==> src/design/tmcs_pkg.sv <==
// types and fixed codes of the timed motor command sequencer
// no dependencies
`default_nettype none

package tmcs_pkg;

    localparam logic [2:0] FN_LOAD  = 3'd0;
    localparam logic [2:0] FN_START = 3'd1;
    localparam logic [2:0] FN_STOP  = 3'd2;
    localparam logic [2:0] FN_TICK  = 3'd3;
    localparam logic [2:0] FN_QUERY = 3'd4;

    localparam logic [1:0] EV_QSTART = 2'd0;
    localparam logic [1:0] EV_CMD    = 2'd1;
    localparam logic [1:0] EV_FINISH = 2'd2;
    localparam logic [1:0] EV_QUERY  = 2'd3;

    // direction and speed bits of both motors in a store entry
    localparam int DRIVE_W = 18;
    // width used to compare indexes against the store depth
    localparam int ADDR_EXT_W = 9;
    // width used to resize durations
    localparam int DUR_EXT_W = 32;

    typedef enum logic [2:0] {
        S_IDLE,
        S_QSTART,
        S_CMD,
        S_TICK,
        S_ADV,
        S_FIN,
        S_QRY
    } t_state;

    typedef struct packed {
        logic [1:0]  ev;
        logic [15:0] qid;
        logic [3:0]  step;
        logic [4:0]  len;
        logic [15:0] dur;
        logic        ldir;
        logic [7:0]  lspd;
        logic        rdir;
        logic [7:0]  rspd;
        logic        running;
        logic        id_running;
        logic        last;
    } t_result;

endpackage

`default_nettype wire

==> src/design/tmcs_cmd_store.sv <==
// command store: one write port, one registered read port
// no dependencies
`default_nettype none

module tmcs_cmd_store #(
    parameter int DEPTH  = 16,
    parameter int ADDR_W = 4,
    parameter int DATA_W = 34
) (
    input  wire logic              i_clk,
    input  wire logic              i_wr_en,
    input  wire logic [ADDR_W-1:0] i_wr_addr,
    input  wire logic [DATA_W-1:0] i_wr_data,
    input  wire logic [ADDR_W-1:0] i_rd_addr,
    output logic      [DATA_W-1:0] o_rd_data
);

    logic [DATA_W-1:0] r_mem [DEPTH];
    logic [DATA_W-1:0] r_rd_data;

    always_ff @(posedge i_clk) begin
        if (i_wr_en) begin
            r_mem[i_wr_addr] <= i_wr_data;
        end
    end

    always_ff @(posedge i_clk) begin
        r_rd_data <= r_mem[i_rd_addr];
    end

    assign o_rd_data = r_rd_data;

endmodule

`default_nettype wire

==> src/design/timed_motor_command_sequencer_core.sv <==
// Timed motor command sequencer. Load requests write one entry of the command store,
// and stop requests and ticks while no run is in progress are taken, each in one cycle.
// A start request passes through S_QSTART (queue start result) and S_CMD (the first command
// once its entry has been read), a query through S_QRY, and a tick through S_TICK; it ends
// there when the command keeps running, goes on to S_FIN when the queue finishes and through
// S_ADV to S_CMD when the next command is issued. S_ADV waits for the registered read of the
// single command store read port, and each result state waits while i_out_stall holds a
// result. A new request is taken while the previous result still waits.
// Depends on tmcs_pkg and tmcs_cmd_store.
`default_nettype none

module timed_motor_command_sequencer_core import tmcs_pkg::*; #(
    parameter int QUEUE_DEPTH   = 16,
    parameter int DURATION_BITS = 16
) (
    input  wire logic        i_clk,
    input  wire logic        i_rst_n,
    input  wire logic        i_in_valid,
    output logic             o_in_stall,
    input  wire logic [2:0]  i_func,
    input  wire logic [3:0]  i_entry_index,
    input  wire logic        i_left_dir,
    input  wire logic [7:0]  i_left_speed,
    input  wire logic        i_right_dir,
    input  wire logic [7:0]  i_right_speed,
    input  wire logic [15:0] i_step_duration,
    input  wire logic [4:0]  i_queue_size,
    input  wire logic [15:0] i_query_id,
    output logic             o_out_valid,
    input  wire logic        i_out_stall,
    output logic [1:0]       o_event_res,
    output logic [15:0]      o_queue_id,
    output logic [3:0]       o_step_index,
    output logic [4:0]       o_queue_length,
    output logic [15:0]      o_cmd_duration,
    output logic             o_drive_left_dir,
    output logic [7:0]       o_drive_left_speed,
    output logic             o_drive_right_dir,
    output logic [7:0]       o_drive_right_speed,
    output logic             o_running,
    output logic             o_id_running,
    output logic             o_last
);

    localparam int IDX_W   = (QUEUE_DEPTH > 1) ? $clog2(QUEUE_DEPTH) : 1;
    localparam int ENTRY_W = DRIVE_W + DURATION_BITS;
    localparam int TICK_W  = DURATION_BITS + 1;

    t_state                r_state, n_state;
    logic [4:0]            r_index, n_index;
    logic [4:0]            r_size, n_size;
    logic [15:0]           r_qid, n_qid;
    logic                  r_busy, n_busy;
    logic [TICK_W-1:0]     r_elapsed, n_elapsed;
    logic [15:0]           r_query_id, n_query_id;
    logic                  r_out_valid, n_out_valid;
    t_result               r_res, n_res;

    logic                  accept_in;
    logic                  out_free;
    logic [ADDR_EXT_W-1:0] load_ext;
    logic                  load_ok;
    logic                  wr_en;
    logic [DUR_EXT_W-1:0]  in_dur_ext;
    logic [ENTRY_W-1:0]    wr_data;
    logic [ADDR_EXT_W-1:0] index_ext;
    logic [ENTRY_W-1:0]    rd_data;
    logic [DURATION_BITS-1:0] cmd_dur;
    logic [DUR_EXT_W-1:0]  cmd_dur_ext;
    logic [TICK_W-1:0]     tick_inc;
    logic                  tick_done;
    logic                  is_final;
    logic [4:0]            size_nz;
    logic [4:0]            size_sat;
    t_result               res_base;

    assign accept_in = i_in_valid && !o_in_stall;
    assign o_in_stall = (r_state != S_IDLE);
    assign out_free = !r_out_valid || !i_out_stall;

    assign load_ext   = ADDR_EXT_W'(i_entry_index);
    assign load_ok    = load_ext < ADDR_EXT_W'(QUEUE_DEPTH);
    assign wr_en      = accept_in && (i_func == FN_LOAD) && load_ok;
    assign in_dur_ext = DUR_EXT_W'(i_step_duration);
    assign wr_data    = {i_left_dir, i_left_speed, i_right_dir, i_right_speed,
                         in_dur_ext[DURATION_BITS-1:0]};
    assign index_ext  = ADDR_EXT_W'(r_index);

    tmcs_cmd_store #(
        .DEPTH  (QUEUE_DEPTH),
        .ADDR_W (IDX_W),
        .DATA_W (ENTRY_W)
    ) u_store (
        .i_clk     (i_clk),
        .i_wr_en   (wr_en),
        .i_wr_addr (load_ext[IDX_W-1:0]),
        .i_wr_data (wr_data),
        .i_rd_addr (index_ext[IDX_W-1:0]),
        .o_rd_data (rd_data)
    );

    assign cmd_dur     = rd_data[DURATION_BITS-1:0];
    assign cmd_dur_ext = DUR_EXT_W'(cmd_dur);
    assign tick_inc    = (r_elapsed == '1) ? r_elapsed : r_elapsed + TICK_W'(1);
    assign tick_done   = tick_inc > {1'b0, cmd_dur};
    assign is_final    = ({1'b0, r_index} + 6'd1) >= {1'b0, r_size};

    assign size_nz  = (i_queue_size == 5'd0) ? 5'd1 : i_queue_size;
    assign size_sat = (ADDR_EXT_W'(size_nz) > ADDR_EXT_W'(QUEUE_DEPTH)) ?
                      5'(QUEUE_DEPTH) : size_nz;

    always_comb begin
        res_base            = '0;
        res_base.qid        = r_qid;
        res_base.step       = r_index[3:0];
        res_base.len        = r_size;
        res_base.running    = r_busy;
    end

    always_comb begin
        n_state     = r_state;
        n_index     = r_index;
        n_size      = r_size;
        n_qid       = r_qid;
        n_busy      = r_busy;
        n_elapsed   = r_elapsed;
        n_query_id  = r_query_id;
        n_out_valid = r_out_valid && i_out_stall;
        n_res       = r_res;
        case (r_state)
            S_IDLE: begin
                if (accept_in) begin
                    case (i_func)
                        FN_START: begin
                            n_qid     = r_qid + 16'd1;
                            n_size    = size_sat;
                            n_index   = '0;
                            n_busy    = 1'b1;
                            n_elapsed = '0;
                            n_state   = S_QSTART;
                        end
                        FN_STOP: begin
                            n_busy = 1'b0;
                        end
                        FN_TICK: begin
                            if (r_busy) begin
                                n_state = S_TICK;
                            end
                        end
                        FN_QUERY: begin
                            n_query_id = i_query_id;
                            n_state    = S_QRY;
                        end
                        default: begin
                        end
                    endcase
                end
            end
            S_QSTART: begin
                if (out_free) begin
                    n_out_valid = 1'b1;
                    n_res       = res_base;
                    n_res.ev    = EV_QSTART;
                    n_state     = S_CMD;
                end
            end
            S_CMD: begin
                if (out_free) begin
                    n_out_valid = 1'b1;
                    n_res       = res_base;
                    n_res.ev    = EV_CMD;
                    n_res.dur   = cmd_dur_ext[15:0];
                    n_res.ldir  = rd_data[ENTRY_W-1];
                    n_res.lspd  = rd_data[ENTRY_W-2 -: 8];
                    n_res.rdir  = rd_data[ENTRY_W-10];
                    n_res.rspd  = rd_data[ENTRY_W-11 -: 8];
                    n_res.last  = 1'b1;
                    n_state     = S_IDLE;
                end
            end
            S_TICK: begin
                if (!tick_done) begin
                    n_elapsed = tick_inc;
                    n_state   = S_IDLE;
                end else if (is_final) begin
                    n_elapsed = tick_inc;
                    n_busy    = 1'b0;
                    n_state   = S_FIN;
                end else begin
                    n_index   = r_index + 5'd1;
                    n_elapsed = '0;
                    n_state   = S_ADV;
                end
            end
            S_ADV: begin
                // wait for the new entry to come out of the store
                n_state = S_CMD;
            end
            S_FIN: begin
                if (out_free) begin
                    n_out_valid = 1'b1;
                    n_res       = res_base;
                    n_res.ev    = EV_FINISH;
                    n_res.last  = 1'b1;
                    n_state     = S_IDLE;
                end
            end
            S_QRY: begin
                if (out_free) begin
                    n_out_valid      = 1'b1;
                    n_res            = res_base;
                    n_res.ev         = EV_QUERY;
                    n_res.id_running = r_busy && (r_query_id == r_qid);
                    n_res.last       = 1'b1;
                    n_state          = S_IDLE;
                end
            end
            default: begin
                n_state = S_IDLE;
            end
        endcase
    end

    always_ff @(posedge i_clk) begin
        if (!i_rst_n) begin
            r_state     <= S_IDLE;
            r_index     <= '0;
            r_size      <= 5'd1;
            r_qid       <= '0;
            r_busy      <= 1'b0;
            r_elapsed   <= '0;
            r_out_valid <= 1'b0;
        end else begin
            r_state     <= n_state;
            r_index     <= n_index;
            r_size      <= n_size;
            r_qid       <= n_qid;
            r_busy      <= n_busy;
            r_elapsed   <= n_elapsed;
            r_out_valid <= n_out_valid;
        end
    end

    always_ff @(posedge i_clk) begin
        r_query_id <= n_query_id;
        r_res      <= n_res;
    end

    assign o_out_valid         = r_out_valid;
    assign o_event_res         = r_res.ev;
    assign o_queue_id          = r_res.qid;
    assign o_step_index        = r_res.step;
    assign o_queue_length      = r_res.len;
    assign o_cmd_duration      = r_res.dur;
    assign o_drive_left_dir    = r_res.ldir;
    assign o_drive_left_speed  = r_res.lspd;
    assign o_drive_right_dir   = r_res.rdir;
    assign o_drive_right_speed = r_res.rspd;
    assign o_running           = r_res.running;
    assign o_id_running        = r_res.id_running;
    assign o_last              = r_res.last;

endmodule

`default_nettype wire

==> config.mk <==
export PLATFORM = sky130hd
export DESIGN_NAME = timed_motor_command_sequencer_core
export DESIGN_NICKNAME = d
export VERILOG_FILES = /design/src/design/tmcs_pkg.sv /design/src/design/tmcs_cmd_store.sv /design/src/design/timed_motor_command_sequencer_core.sv
export SDC_FILE = /design/constraint.sdc
export NUM_CORES = 1
export LEC_CHECK = 0
export ABC_CLOCK_PERIOD_IN_PS = 3910
export BUFFER_PORTS_ARGS = -buffer_cell sky130_fd_sc_hd__buf_4
export CELL_PAD_IN_SITES_DETAIL_PLACEMENT = 1
export CELL_PAD_IN_SITES_GLOBAL_PLACEMENT = 2
export CORE_MARGIN = 2
export CORE_UTILIZATION = 45
export CTS_BUF_LIST = sky130_fd_sc_hd__clkbuf_2 sky130_fd_sc_hd__clkbuf_4 sky130_fd_sc_hd__clkbuf_8
export CTS_CLUSTER_SIZE = 40
export DETAILED_ROUTE_END_ITERATION = 10
export PLACE_DENSITY_LB_ADDON = 0.1
export SYNTH_ARGS = -nofsm -noshare
export SYNTH_HDL_FRONTEND = slang
export SYNTH_SLANG_ARGS = --single-unit
==> constraint.sdc <==
create_clock -name i_clk -period 3.91 [get_ports i_clk]
set_input_delay 0.1955 -clock i_clk [delete_from_list [all_inputs] [get_ports i_clk]]
set_output_delay 0.1955 -clock i_clk [all_outputs]
set_load 0.02 [all_outputs]
* Word level (Yosys, flattened, before mapping)
Memories as Yosys holds them, arrays and structs flattened. A register that Yosys moved wholly into a read port is not among the register bits. Cells that the tools add are included.
Operators by class: $add $sub $neg 4, multiply operators 0, divide/modulo/power cells 0, magnitude comparators 4, equal/unequal tests 25, shift-type cells 0, multiplexer cells 35, bitwise operators 0, reductions and logical operators 24
Operators by type and width (number):
- 64-bit two-way mux | 4
- 64-bit one-hot mux with 4 select lines | 1
- 17-bit two-way mux | 5
- 17-bit one-hot mux with 2 select lines | 1
- 5-bit two-way mux | 6
- 5-bit AND reduction | 4
- 17-bit by 1-bit adder with 17-bit output, second input constant | 1
- 17-bit == test, second input constant | 1
- 17-bit by 16-bit > comparator with 1-bit output | 1
- 16-bit by 1-bit adder with 16-bit output, second input constant | 1
- 16-bit == test | 1
- 2-bit inequality test, second input constant | 8
- 3-bit two-way mux | 5
- 3-bit one-hot mux with 5 select lines | 1
- 3-bit by 2-bit == test with 1-bit output, second input constant | 4
- 3-bit == test, second input constant | 4
- 5-bit one-hot mux with 2 select lines | 1
- 3-bit one-hot mux with 3 select lines | 1
- 3-bit AND reduction | 3
- 1-bit two-way mux | 8
- 5-bit by 1-bit adder with 6-bit output, second input constant | 1
- 3-bit by 1-bit == test with 1-bit output, second input constant | 2
- 6-bit by 5-bit >= comparator with 1-bit output | 1
- 3-bit logical NOT | 2
- 17 further kinds | 25
Word-level totals: flip-flop bits (word level) 128, bits in latches 0, bits in writable memories 544, bits in read-only memories 0, input bits 66, output and inout port bits 66, word-level logic and storage cells 113, memories kept 1
Memory list:
- u_store.r_mem | words 16, width 34, rd ports 1, clocked after memory_dff 1, write ports 1, line tmcs_cmd_store.sv:18 | logic [DATA_W-1:0] r_mem [DEPTH];

* Depth between registers and ports, before layout
depth in word-level cells 7, depth in mapped cells 16, depth with buffers taken out 15

* Cells and area by module
Synthesis repeated with hierarchy kept, for this count alone.
Unflattened totals: cells, all modules 1410, area, all modules 26924.6 um^2
Modules (own cells, without submodules):
- tmcs_cmd_store | times used 1, cells each 888, area each 21076.5 um^2, sequential area each 17016.3 um^2
- timed_motor_command_sequencer_core | times used 1, cells each 522, area each 5848.1 um^2, sequential area each 3363.2 um^2

* Least setup slack after synthesis
OpenSTA, ideal clock, no wires.
path type register to register, start register r_state[0], end register r_res, in the netlist o_cmd_duration[0] (enable), library setup time 0.507 ns, data arrival time 3.734 ns, required time 3.403 ns, setup slack -0.331 ns, cell stages (with the launch flop) 4, path buffers 1, clock period less this slack 4.241 ns, cells stage by stage dfxtp_1 > clkbuf_8 > xnor2_1 > a21oi_1
Between the ends: cells in the longest elaborated chain, start to end 3, elaborated cells on any way between the ends 10, those cells by class eq/ne (8); reduce/logical (2)
Ends and longest elaborated chain:
- from (decl) | line timed_motor_command_sequencer_core.sv:49 | t_state r_state, n_state;
- from (signal assigned) | line timed_motor_command_sequencer_core.sv:234 | r_state <= n_state;
- 3-bit == test, or another cell as far along | line timed_motor_command_sequencer_core.sv:130 | case (r_state)
- 4-bit nonzero test (no line) / 2-bit inequality test (equally long branches)
- 5-bit AND reduction (no line) *
- to (signal assigned) | line timed_motor_command_sequencer_core.sv:246 | r_res <= n_res;
- to (decl) | line timed_motor_command_sequencer_core.sv:57 | t_result r_res, n_res;
Every way passes the cells marked *; elsewhere a longest branch is shown, timed or not. A chain may end at the register's enable or synchronous reset.

* Final worst setup path
start register r_elapsed[1], end register r_elapsed[13]
Between the ends: cells in the longest elaborated chain, start to end 5, elaborated cells on any way between the ends 7, those cells by class add/sub (1); order compare (1); eq/ne (1); mux (4)
Ends and longest elaborated chain:
- from (decl) | line timed_motor_command_sequencer_core.sv:54 | logic [TICK_W-1:0] r_elapsed, n_elapsed;
- from (signal assigned) | line timed_motor_command_sequencer_core.sv:239 | r_elapsed <= n_elapsed;
- 17-bit by 1-bit adder with 17-bit output / 17-bit == test (equally long branches) | line timed_motor_command_sequencer_core.sv:104 | assign tick_inc = (r_elapsed == '1) ? r_elapsed : r_elapsed + TICK_W'(1);
- 17-bit two-way mux * | line timed_motor_command_sequencer_core.sv:104
- 17-bit by 16-bit > comparator with 1-bit output / 17-bit two-way mux (equally long branches) | line timed_motor_command_sequencer_core.sv:105, timed_motor_command_sequencer_core.sv:185
- 17-bit two-way mux * | line timed_motor_command_sequencer_core.sv:182 | if (!tick_done) begin
- 17-bit one-hot mux with 2 select lines * | line timed_motor_command_sequencer_core.sv:130
Marked as above.

==> results.json <==
{
  "synth_area_leader_cell": "edfxtp_1",
  "seqPwrFrac_pct": 54.4,
  "die_h_um": 250,
  "grt_overflow": 0,
  "synth_cells": 1335,
  "crit_type": "reg2reg",
  "crit_fanout": 15,
  "area_delta_synth_final_pct": 19.6,
  "ys_ff_latch": 706,
  "ys.flop_type": "edfxtp_1",
  "worst_r2r_endpoint": "r_elapsed[13]",
  "dr_total_vias": 13743,
  "drv_slew": 0,
  "synth_nets": 1425,
  "cts_tree": "done",
  "hp-class": "in2reg",
  "p_clk_share_pct": 41.9,
  "start_util_pct": 45.7,
  "port_buffers": 131,
  "grt_use_total_pct": 20.5,
  "fmax_mhz": 267,
  "final_util_pct": 54.7,
  "die-area_mm2": 0.0623,
  "power_frac_comb_pct": 3.6,
  "grt_pass1_vias": 14886,
  "hold_violations": 0,
  "clkSinkCount": 706,
  "ys_warn_count": 0,
  "synth.area.top_cells": "edfxtp_1, mux4_2, dfxtp_1, and2_1, xnor2_1",
  "drt_iter0_markers": 884,
  "drtPass1Iterations": 4,
  "gp_congestion": 0.754,
  "end_kind": "register",
  "reg2regPathDepth": 16,
  "num_rows": 89,
  "clkSlewWorstSetupHoldPaths_ns": 0.06,
  "finalNetCount": 1715,
  "netlist_area_mm2": 0.0271,
  "ios": 132,
  "clock_tree.root_cell": "clkbuf_8",
  "wl_mm": 62.7,
  "cell_internal_pwr_w": 0.0121,
  "cts_max_level": 3,
  "p_leak_nw": 10.7,
  "tightest_slew_ns": 1.01,
  "finalClockSkew_ns": 0.0226,
  "finalPower_w": 0.0153,
  "clk_path_buf_depth": 3,
  "cts_buffers": 116,
  "route.detailed.drc": 0,
  "grt_first_pass_wirelength_mm": 94.8,
  "vias_per_cell": 5.51,
  "synth_cell_types": 67,
  "switchingPower_w": 0.00324,
  "rrSetupSlack_ns": 0.17,
  "critPathLaunchType": "register",
  "cp-endpoint": "r_elapsed[13]",
  "crit_required_ns": 4.49,
  "synthArstFlopShare_pct": 0,
  "synth_enable_flop_cells": 624,
  "vdd_drop_max_mv": 0.290,
  "grt_max_degree": 140,
  "relSlewSlack_pct": 32.8,
  "period_needed_ns": 3.74,
  "layout-drive-gt1-share_pct": 34.0,
  "clk_latency_ns": 0.70,
  "antenna_found_initial": 4,
  "wl_per_cell_um": 25.1,
  "ys_seq_area_share_pct": 75.1,
  "arrival_ns": 4.32,
  "cp-startpoint": "r_elapsed[1]",
  "synth_top_area_share_pct": 69.1,
  "antenna_left": 0,
  "finalSetupViolations": 0,
  "min_period_over_period_pct": 95.7,
  "outcome": "finished clean",
  "power_density_mw_per_mm2": 472,
  "dpl.hpwl_mm": 32.3,
  "max-cap-violations": 0,
  "die_width_um": 250,
  "p_sw_share_pct": 21.1,
  "fin_ws_ns": 0.168,
  "core_area_mm2": 0.0594,
  "pre_cts_ws_ns": -0.00406,
  "r2r_start": "r_elapsed[1]",
  "synth.avg_cell_area_um2": 20.3
}
==> final cells by class <==
class                           instances  area [um^2]
Antenna cell                            1         2.50
Timing Repair Buffer                  225         2040
Sequential cell                       706        20400
Tap cell                              773          967
Clock inverter                         30          146
Fill cell                            5321        26900
Inverter                               24         90.1
Clock buffer                          183         2210
Multi-Input combinational cell        552         6590
==> cells in the mapped netlist, types with 2 or more instances <==
library cell	instances
clkbuf_1	31
a21o_2	3
nor4_1	2
a21boi_0	8
a22o_1	4
nand2b_1	3
edfxtp_1	624
nor3b_1	7
and3_1	7
ha_1	24
nor2_1	37
xnor2_1	36
mux4_2	170
a21o_1	2
or3_1	6
o21ai_0	16
clkbuf_8	2
nor2b_1	13
nand3b_1	2
nor3_1	8
and2_1	51
or4_1	2
dfxtp_1	82
and3_2	3
nand4_1	14
nand2_1	40
a21oi_1	15
buf_2	17
mux2i_1	2
a221o_1	3
buf_1	2
a22oi_1	6
inv_1	24
a32o_1	4
or2_2	5
a211oi_1	3
o211a_1	2
xor2_1	8
nand3_1	17
and2_2	2
and4_1	2
==> power by group through the flow <==
stage          clock [W]  sequential [W]  combinational (W)
4_1_cts          0.00662         0.00834           0.000562
5_1_grt          0.00693         0.00835           0.000601
6_report         0.00643         0.00834           0.000555
3_5_place_dp           0         0.00850           0.000510
2_1_floorplan          0         0.00857           0.000138
3_3_place_gp           0         0.00850           0.000496
==> cells in the final DEF, fill, tap and decap left out, drive strengths merged, types with 4 or more instances in the layout <==
| cell type | count |
|---|---|
| xnor2 | 36 |
| or2 | 5 |
| xor2 | 8 |
| a22oi | 6 |
| dlygate4sd3 | 61 |
| and3 | 10 |
| a221o | 4 |
| buf | 164 |
| a21boi | 8 |
| o21ai | 16 |
| or3 | 7 |
| edfxtp | 624 |
| nand4 | 14 |
| a22o | 4 |
| ha | 24 |
| nor2 | 39 |
| inv | 26 |
| nand3 | 18 |
| and2 | 53 |
| mux4 | 170 |
| a21o | 5 |
| clkbuf | 183 |
| clkinv | 25 |
| a32o | 4 |
| nor3 | 10 |
| nand2 | 40 |
| dfxtp | 82 |
| a21oi | 15 |
| nor3b | 8 |
| nor2b | 13 |
==> logic make-up (layout without fill, tap and decap cells) <==
logic type	count (synthesis)	in the layout	synth area share, %
compound gates	79	79	2.08
buf+inv	77	462	1.23
fa+ha+maj	24	24	1.11
xor+xnor	44	44	1.42
other cells	0	1	0
flops	706	706	75.1
mux	173	173	14.2
simple gates	232	232	4.79
==> metal layers <==
metal,share of wire (%),up-vias,GRT usage [%]
met5,0.037,-,0
met4,1.8,4,6.64
met3,4.8,96,4.02
met2,49,372,33.0
met1,44,7241,28.3
li1,-,6030,-
==> per-stage QoR <==
stage	cells	cell area (um^2)	setup TNS (ns)	hold WS (ns)
after CTS	2493	32400	-0.105	0.0203
after global routing	2494	32400	-0.00249	0.0978
final	2494	32400	0	0.0779
after floorplan	1335	27100	0	0.294
after global placement	2219	29400	0	0.375
after detailed placement	2219	29400	-0.00498	0.375
==> critical path: stages (launching register included) <==
cell and delay, ns:
dfxtp_1 0.35, ha_2 0.22, nand2_2 0.10, or3_4 0.42, nor2_2 0.12, nand2_1 0.08
and2_1 0.16, or2_2 0.32, ha_1 0.30, and3_2 0.21, and3_2 0.25, and3_2 0.20
a211oi_2 0.20, nor3b_2 0.10, buf_12 0.17, and3_1 0.17, a221o_1 0.25
==> sequential cells by signal, summed over array words and instances, names as in the netlist, 2 cells and up <==
| signal | count |
|---|---|
| r_index | 5 |
| o_queue_length | 5 |
| u_store.o_rd_data | 34 |
| r_qid | 16 |
| o_drive_left_speed | 8 |
| r_state | 3 |
| r_query_id | 16 |
| u_store.r_mem | 544 |
| r_elapsed | 17 |
| o_drive_right_speed | 8 |
| o_step_index | 4 |
| o_event_res | 2 |
| o_cmd_duration | 16 |
| r_size | 5 |
| o_queue_id | 16 |
==> worst min path at each step <==
| stage | startpoint | to | slack (ns) | cells after the start |
|---|---|---|---|---|
| 2_1_floorplan | i_query_id[0] | r_query_id[0] | 0.29 | 0 |
| 3_3_place_gp | i_query_id[2] | r_query_id[2] | 0.38 | 1 |
| 3_5_place_dp | i_query_id[12] | r_query_id[12] | 0.38 | 1 |
| 4_1_cts | i_func[0] | r_qid[1] | 0.02 | 4 |
| 5_1_grt | i_func[0] | r_busy | 0.1 | 5 |
| 6_report | i_func[0] | r_qid[1] | 0.08 | 4 |
==> timing repair <==
item | CTS | global route
gates resized for setup | 0 | 8
setup endpoints to repair | 4 | 23
hold endpoints to repair | 617 | 0
buffers inserted | 0 | 0
cloned | 0 | 0
pin swaps | 0 | 1
hold buffers | 61 | 0
(Power assumes the default switching activity.)
